### src/mhtq_ram.sv
// Generic single-write, single-read RAM with registered read data.
// No dependencies.
module mhtq_ram #(
	parameter int WIDTH = 8,
	parameter int DEPTH = 4
) (
	input  logic                     clk,
	input  logic                     we,
	input  logic [$clog2(DEPTH)-1:0] waddr,
	input  logic [WIDTH-1:0]         wdata,
	input  logic                     re,
	input  logic [$clog2(DEPTH)-1:0] raddr,
	output logic [WIDTH-1:0]         rdata
);

	logic [WIDTH-1:0] mem [DEPTH];

	always_ff @(posedge clk) begin
		if (we) begin
			mem[waddr] <= wdata;
		end
		if (re) begin
			rdata <= mem[raddr];
		end
	end

endmodule

### config.mk
export PLATFORM = sky130hd
export DESIGN_NAME = mhtq_ram
export DESIGN_NICKNAME = d
export VERILOG_FILES = /design/src/mhtq_ram.sv
export SDC_FILE = /design/constraint.sdc
export NUM_CORES = 1
export LEC_CHECK = 0
export ABC_AREA = 1
export BUFFER_PORTS_ARGS = -buffer_cell sky130_fd_sc_hd__buf_2
export CAP_MARGIN = 15
export CORE_ASPECT_RATIO = 0.6
export CORE_MARGIN = 4
export CORE_UTILIZATION = 45
export CTS_CLUSTER_SIZE = 30
export DETAILED_ROUTE_END_ITERATION = 12
export PLACE_DENSITY = 0.76
export SLEW_MARGIN = 15
export SYNTH_ARGS = -nofsm -noshare
export SYNTH_HDL_FRONTEND = slang
export SYNTH_SLANG_ARGS = --single-unit
### constraint.sdc
create_clock -name clk -period 1.35 [get_ports clk]
set_input_delay 0.27 -clock clk [delete_from_list [all_inputs] [get_ports clk]]
set_output_delay 0.27 -clock clk [all_outputs]
set_load 0.02 [all_outputs]
==> qor.csv <==
stage;metric;value;unit
outcome;status;complete, no violations;
run;# Max-Cap Violations;0;
cells_and_area;sequential cell area;1200;um^2
grt;largest net degree at the start of global routing;18;
worst_setup_path;CP Cell Sequence;buf_2;
worst_setup_path;CP peak stage delay;360;ps
floorplanning;die area;4680;um^2
grt;gr ovfl total;0;
clock_network;Clock Path Buffers;2;
clock_network;htree depth;2;
worst_setup_path;FF-to-FF path depth;4;
worst_setup_path;CP arrival;800;ps
cells_and_area;layout cells sized above 1;19.9;%
detailed_routing;Final ANT Viol Nets;0;
synthesis;post-synthesis cell count;141;
clock_network;Worst-Skew Late Latency;280;ps
detailed_routing;drc violations;0;
cells_and_area;multi-input gate area in the final layout;250;um^2
worst_setup_path;Worst setup SP type;flop;
min_path;HP Class;in -> reg;
grt;vias in the first global route;905;
clock_network;TritonCTS Buffers;5;
floorplanning;Die H;54.6;um
placed_design;I/O Buffers;22;
worst_setup_path;r2r setup slk;440;ps
cells_and_area;n_diodes;0;
synthesis;Post-Synthesis Cell Area;1630;um^2
worst_setup_path;WS Path Type;reg -> out;
min_path;hold endpoint;mem[3][0];
detailed_routing;Iter 0 DRT Violations;147;
timing;Tmin final;1070;ps
clock_network;CTS Sinks;40;
clock_network;CTS resizes;0;
worst_setup_path;Crit-path slowest cell;edfxtp_1;
detailed_routing;routed wire length;2670;um
clock_network;CTS Hold Bufs;0;
timing;Slew HR;80.3;%
worst_setup_path;Critical path buffers and inverters;1;
clock_network;TritonCTS clock tree;done;
synthesis;register area share after synthesis;73.8;%
clock_network;Clk pin slew, worst setup/hold paths;70;ps
worst_setup_path;Worst setup EP type;primary output;
detailed_routing;wire per inst;12.4;um
cells_and_area;commonest non-fill, non-tap cells in the layout;40 x nand2_1, 40 x edfxtp_1, 36 x inv_1, 22 x buf_2, 16 x nand3_1;
cells_and_area;Fillers;288;
floorplanning;Initial Util;48.4;%
cells_and_area;final layout net count;185;
grt;first-pass GRT wire length;4320;um
floorplanning;IO Count;23;
worst_setup_path;family with the most delay on the worst path;flip-flops;
detailed_routing;DRT Pass-1 Iters;4;
floorplanning;Core Area;3360;um^2
grt;initial antenna violation count;0;
timing;Max Clk Rate;932;MHz
worst_setup_path;capture point of the worst reg-to-reg path;rdata[5];
placed_design;pre-CTS WS;214;ps
timing;setup tns final;0;ps
synthesis;mean post-synth cell area;11.5;um^2
synthesis;synthesis warning total;0;
synthesis;Unique masters post-synth;9;
synthesis;Mapped Nets;156;
grt;GR Util All Layers;12.9;%
power_and_ir_drop;pwr/cell area;1360;nW/um^2
timing;Fin. Hold Viols;0;
cells_and_area;Area Overhead vs Synth;16.8;%
detailed_routing;DR vias;1022;
floorplanning;Chip Width;85.6;um
min_path;hold-critical path depth;1;
placed_design;DP Wirelength;2010;um
timing;final slew viol count;0;
clock_network;Post-CTS Repair Setup Buffers;0;
worst_setup_path;Critical Path RT;1080;ps
floorplanning;number of placement rows;16;
timing;Final setup viols;0;
power_and_ir_drop;Leak Pwr;0.872;nW
timing;clk_skew;5.58;ps
placed_design;GPL Wtd Cong;0.868;
detailed_routing;vias per cell;4.73;
timing;final worst setup slack;277;ps
synthesis;#FFs+latches synth;40;
min_path;hold_sp;wdata[0];
timing;unrepaired setup endpoints after global routing;false;
worst_setup_path;R2R Path Start;mem[1][5];
clock_network;clk root buf;clkbuf_8;
power_and_ir_drop;VDD IR max;0.000602;V
worst_setup_path;CP Max Fanout;1;
timing;Final Cycle Share;79.5;%
timing;Tightest Pin Transition;296;ps
## cell type report
| type | count | area share (%) |
|---|---|---|
| tap | 45 | 2.96 |
| inverter | 37 | 7.44 |
| sequential | 40 | 63.2 |
| multi-input combinational | 60 | 13.2 |
| timing repair buffer | 26 | 7.37 |
| clock buffer | 5 | 3.62 |
| clock inverter | 3 | 2.24 |
## cells by family (layout without fill, tap and decap cells)
logic type | after synthesis | in the layout | share of synthesized area (%)
buffers and inverters | 41 | 71 | 10.8
flip-flops | 40 | 40 | 73.8
AND/OR/NAND/NOR | 60 | 60 | 15.4
## cell usage after synthesis
cell	instances	area share (%)
buf_4	1	0.46
inv_1	36	8.3
edfxtp_1	40	74
nor3_1	4	1.2
buf_2	1	0.31
inv_4	1	0.38
nand2_1	40	9.2
nand3_1	16	4.9
buf_6	2	1.4
## how the worst max path moves through the flow
stage / depth (start not counted) / to / from / slack [ps]
global placement: 4 / mem[3][2] / waddr[0] / 260
detailed placement: 4 / mem[3][2] / waddr[0] / 210
finish: 1 / rdata[6] / rdata[6] / 280
floorplan: 2 / mem[3][0] / waddr[0] / 20
global route: 1 / rdata[1] / rdata[1] / 230
CTS: 1 / rdata[6] / rdata[6] / 260
## where the power goes
part	switching, W	internal [W]
combinational	0.000129	0.0000637
clock	0.000380	0.000547
sequential	0.0000153	0.00144
## layer usage
layer	up-vias	wire length, um	global-route usage, %
li1	501	-	-
met1	463	1290	18.3
met2	54	1050	18.0
met3	4	307	4.81
met4	0	21	4.74
met5	-	0	0
## per-stage QoR
stage / utilization (%) / total power, W / hold WS [ps] / std cells / area, um^2
after floorplan: - / 0.00160 / 369 / 141 / 1630
after global placement: 53.2 / 0.00167 / 484 / 208 / 1790
after detailed placement: 53.2 / 0.00168 / 489 / 208 / 1790
after CTS: 56.5 / 0.00260 / 191 / 216 / 1900
after global routing: 56.5 / 0.00270 / 198 / 216 / 1900
final: 56.5 / 0.00258 / 203 / 216 / 1900
## flip-flops by register name, summed over array words and instances, names as in the netlist
name and flops:
rdata 8, mem 32
No activity file was read; power rests on OpenSTA's default activity.
