File: config.mk
export PLATFORM = sky130hd
export DESIGN_NAME = mhtq_level
export DESIGN_NICKNAME = d
export VERILOG_FILES = /design/src/mhtq_pkg.sv /design/src/mhtq_ram.sv /design/src/mhtq_level.sv
export SDC_FILE = /design/constraint.sdc
export NUM_CORES = 1
export LEC_CHECK = 0
export ABC_AREA = 1
export BUFFER_PORTS_ARGS = -buffer_cell sky130_fd_sc_hd__buf_2
export CORE_MARGIN = 4
export CORE_UTILIZATION = 39
export DETAILED_ROUTE_END_ITERATION = 10
export PLACE_DENSITY = 0.94
export SKIP_LAST_GASP = 1
export SYNTH_ARGS = -nofsm -noshare
export SYNTH_HDL_FRONTEND = slang
export SYNTH_SLANG_ARGS = --single-unit
File: constraint.sdc
create_clock -name clk -period 1.64 [get_ports clk]
set_input_delay 0.082 -clock clk [delete_from_list [all_inputs] [get_ports clk]]
set_output_delay 0.082 -clock clk [all_outputs]
set_load 0.02 [all_outputs]
File: src/mhtq_pkg.sv
// Package for the min-heap timer queue: operation and status codes, the
// memory command struct and shared constants. No dependencies.
package mhtq_pkg;

	localparam int HANDLE_W     = 6;
	localparam int NUM_HANDLES  = 2 ** HANDLE_W;
	localparam int IN_TIME_W    = 32;
	localparam int MAX_OUT      = 64;
	localparam int CNT_W        = $clog2(MAX_OUT + 1);
	localparam int CAPACITY_DEF = 64;
	localparam int TIME_W_DEF   = 32;

	typedef enum logic [1:0] {
		FN_ADD  = 2'd0,
		FN_DEL  = 2'd1,
		FN_ADJ  = 2'd2,
		FN_TICK = 2'd3
	} func_t;

	typedef enum logic [1:0] {
		ST_OK     = 2'd0,
		ST_FULL   = 2'd1,
		ST_ABSENT = 2'd2,
		ST_DUP    = 2'd3
	} status_t;

	// Heap storage command, broadcast to every level cell.
	typedef struct packed {
		logic rd;
		logic wr;
	} cmd_t;

endpackage

File: src/mhtq_ram.sv
// Generic single-write, single-read RAM with registered read data.
// No dependencies.
module mhtq_ram #(
	parameter int WIDTH = 8,
	parameter int DEPTH = 4
) (
	input  logic                     clk,
	input  logic                     we,
	input  logic [$clog2(DEPTH)-1:0] waddr,
	input  logic [WIDTH-1:0]         wdata,
	input  logic                     re,
	input  logic [$clog2(DEPTH)-1:0] raddr,
	output logic [WIDTH-1:0]         rdata
);

	logic [WIDTH-1:0] mem [DEPTH];

	always_ff @(posedge clk) begin
		if (we) begin
			mem[waddr] <= wdata;
		end
		if (re) begin
			rdata <= mem[raddr];
		end
	end

endmodule

File: src/mhtq_level.sv
// One heap level cell: holds every entry of one level of the heap, stored as
// sibling pairs, and passes read data along the level chain.
// Depends on mhtq_pkg and mhtq_ram.
module mhtq_level #(
	parameter int LEVEL = 0,
	parameter int IW    = 7,
	parameter int EW    = 38
) (
	input  logic              clk,
	input  logic              arst_n,
	input  mhtq_pkg::cmd_t    cmd,
	input  logic [IW-1:0]     rd_idx,
	input  logic [IW-1:0]     wr_idx,
	input  logic [EW-1:0]     wr_entry,
	input  logic [2*EW-1:0]   chain_in,
	output logic [2*EW-1:0]   chain_out
);

	logic            rd_hit;
	logic            wr_hit;
	logic            sel_q;
	logic [2*EW-1:0] pair;

	// 1-based heap index idx lives on this level when idx >> LEVEL is one.
	assign rd_hit = (rd_idx >> LEVEL) == IW'(1);
	assign wr_hit = (wr_idx >> LEVEL) == IW'(1);

	always_ff @(posedge clk or negedge arst_n) begin
		if (!arst_n) begin
			sel_q <= 1'b0;
		end else if (cmd.rd) begin
			sel_q <= rd_hit;
		end
	end

	// Take over the chain when the last read hit this level.
	assign chain_out = sel_q ? pair : chain_in;

	generate
		if (LEVEL == 0) begin : g_root
			logic [EW-1:0] root_q;

			always_ff @(posedge clk) begin
				if (cmd.wr && wr_hit) begin
					root_q <= wr_entry;
				end
			end

			// Root shows on both slots of the pair.
			assign pair = {root_q, root_q};
		end else if (LEVEL == 1) begin : g_pair
			logic [EW-1:0] slot0_q;
			logic [EW-1:0] slot1_q;

			always_ff @(posedge clk) begin
				if (cmd.wr && wr_hit && !wr_idx[0]) begin
					slot0_q <= wr_entry;
				end
				if (cmd.wr && wr_hit && wr_idx[0]) begin
					slot1_q <= wr_entry;
				end
			end

			assign pair = {slot1_q, slot0_q};
		end else begin : g_mem
			localparam int ROWS = 2 ** (LEVEL - 1);

			logic [EW-1:0] rd0;
			logic [EW-1:0] rd1;

			mhtq_ram #(.WIDTH(EW), .DEPTH(ROWS)) u_even (
				.clk   (clk),
				.we    (cmd.wr && wr_hit && !wr_idx[0]),
				.waddr (wr_idx[LEVEL-1:1]),
				.wdata (wr_entry),
				.re    (cmd.rd && rd_hit),
				.raddr (rd_idx[LEVEL-1:1]),
				.rdata (rd0)
			);

			mhtq_ram #(.WIDTH(EW), .DEPTH(ROWS)) u_odd (
				.clk   (clk),
				.we    (cmd.wr && wr_hit && wr_idx[0]),
				.waddr (wr_idx[LEVEL-1:1]),
				.wdata (wr_entry),
				.re    (cmd.rd && rd_hit),
				.raddr (rd_idx[LEVEL-1:1]),
				.rdata (rd1)
			);

			assign pair = {rd1, rd0};
		end
	endgenerate

endmodule

==> results.yml <==
layout:
  area_delta_synth_final_pct: 73.9
  drive_gt1_share_pct: 43.3
  layout.nets: 639
  multi_input_area_um2: 591
  final_core_util_pct: 71.7
  seqCellArea_um2: 1170
  diodes: 0
  fill_cells: 386
yosys:
  synth_cells: 262
  synth_area_leaders: "edfxtp_1 (53%), o21ai_0 (18%), inv_1 (15%), nand2_1 (7.9%), buf_6 (2.6%)"
  syn_nets: 394
  yosysWarnings: 0
  synthMostInstantiatedCell: "inv_1"
  syn_area_um2: 2140
  yosysTopAreaCellShare_pct: 53.2
  ys_types: 11
  synth_edf_count: 38
  avgSynthCellArea_um2: 8.19
  synth-seq-area-share_pct: 54.4
  synth-seq-cells: 39
  synth_largest_area_cell: "edfxtp_1"
  synth_commonest_cells: "inv_1 (83), o21ai_0 (75), nand2_1 (45)"
  async_flop_share_pct: 2.56
  ys.flop_type: "edfxtp_1"
power_and_ir_drop:
  power_mw: 2.36
  clkPwrFrac_pct: 29.3
  power_frac_seq_pct: 46.5
  p_int_mw: 1.76
  power_leakage_nw: 2.00
  swShare_pct: 25.6
  peakVddDrop_mv: 0.504
  power.density_nw_per_um2: 632
  pwr-share-comb_pct: 24.2
  p_sw_uw: 603
sta:
  hold_slack_ns: 0.0410
  fmax_mhz: 675
  relSlewSlack_pct: 82.6
  timing.setup.tns_ns: 0
  report.final.setup_viol: 0
  slew_violations: 0
  finalCritPeriodShare_pct: 90.3
  worst_pin_slew_ns: 0.261
  hold_violations: 0
  min_period_ns: 1.48
  fin_skew_ns: 0
  rsz0062_at_grt: "no"
  final.setup.worst_slack_ns: 0.159
floorplanning:
  pin_count: 208
  die_area_um2: 6750
  chipHeight_um: 82.2
  start_util_pct: 41.2
  core_um2: 5200
  die-width_um: 82.2
  rows: 26
worst_setup_path:
  required_ns: 1.56
  cpPeakStageDelay_ns: 0.40
  cp_cell_sequence: "buf_12 -> nand2_1 -> o21ai_0 -> buf_2"
  slowest_stage: "dfrtp_2"
  crit_path_start_kind: "flop"
  end_kind: "primary output"
  critical_path_arrival_ns: 1.40
  worstPathMaxFanout: 65
  critical_path_class: "flop to primary output"
placed_design:
  dpl.hpwl_um: 5540
  preCtsSetupSlack_ns: 0.377
  place.port_buffers: 207
  place.gp.congestion: 0.850
drt:
  drc: 0
  drtPass1Iterations: 4
  viasPerCell: 4.45
  wl_um: 7350
  wire_per_inst_um: 12.7
  antenna_left: 0
  vias: 2571
  first_iter_violations: 120
run:
  drv_cap: 0
global_route:
  grt_overflow_total: 0
  grt_max_degree: 66
  grt_pass1_wl_um: 10900
  antenna_found_initial: 0
  grt_usage_pct: 21.1
  grt_pass1_vias: 2587
clock_tree:
  cts_tree: "built"
  cts.clk_slew.worst_paths_ns: 0.07
  clk_latency_ns: 0.28
  clock_sinks: 39
  cts_made_buffers: 5
  htree_levels: 2
  clockBufferDepth: 2
  cts-root-buf: "clkbuf_8"
min_path:
  min_path_type: "input port to flop"
status:
  status: "finished, final reports clean"
-- cell families (layout without fill, tap and decap cells) --
| kind of cell | after synthesis | count (layout) | share of synthesized area (%) |
|---|---|---|---|
| DFF | 39 | 39 | 54.4 |
| buffers and inverters | 95 | 341 | 18.4 |
| AOI/OAI and AO/OA | 76 | 76 | 17.7 |
| and+or+nand+nor | 52 | 52 | 9.45 |
-- state kept, by name, summed over array words and instances, names as in the netlist --
register	flops
sel_q	1
g_root.root_q	38
-- per-layer routing --
layer / share of wire (%) / track usage, %
met5: 0 / 0
met1: 33 / 19.7
met4: 1.9 / 6.98
met2: 56 / 42.2
met3: 9.8 / 6.83
-- layout make-up --
type                       count  share of cell area [%]
timing repair buffer         250                    39.5
sequential                    39                    31.3
multi-input combinational    128                    15.8
inverter                      83                    8.35
clock buffer                   8                    2.68
tap                           70                    2.35
-- final timing paths --
path | start | end | slack [ns] | cells past startpoint
min | cmd[1] | sel_q | 0.04 | 4
min reg2reg | sel_q | sel_q | 0.80 | 3
max reg2reg | sel_q | sel_q | 0.77 | 3
max in group asynchronous | arst_n | sel_q | 1.45 | 2
min in group asynchronous | arst_n | sel_q | 0.10 | 2
max | sel_q | chain_out[10] | 0.16 | 4
-- power by group through the flow --
| stage | Combinational (mW) | Clock (mW) | Sequential (mW) |
|---|---|---|---|
| 2_1_floorplan | 0.230 | 0 | 1.12 |
| 3_3_place_gp | 0.478 | 0 | 1.12 |
| 3_5_place_dp | 0.492 | 0 | 1.12 |
| 4_1_cts | 0.566 | 0.709 | 1.10 |
| 5_1_grt | 0.620 | 0.750 | 1.10 |
| 6_report | 0.570 | 0.691 | 1.10 |
-- cell usage in the layout (no fill, tap or decap), drive strengths merged --
cell / n
dlygate4sd3: 39
edfxtp: 38
inv: 83
nand2: 45
dfrtp: 1
o21ai: 76
nor2: 5
clkbuf: 8
buf: 211
nand3b: 2
-- what timing repair did --
action	CTS	global route
hold buffers	39	0
hold endpoints to repair	39	0
setup buffers	0	0
endpoints found under the setup margin	0	16
gates resized for setup	0	1
-- stage by stage --
stage | instance area (um2) | cells
after floorplan | 2150 | 262
after global placement | 3240 | 531
after detailed placement | 3240 | 531
after CTS | 3730 | 578
after global routing | 3730 | 578
final | 3730 | 578
-- critical path: cells and delay by family, from the launching register on --
family	cells	cell delay [ns]
flip-flops	1	0.40
AO/OA/AOI/OAI	1	0.12
AND/OR/NAND/NOR	1	0.14
buffers and inverters	2	0.45
Power figures use the tool's default switching activity.
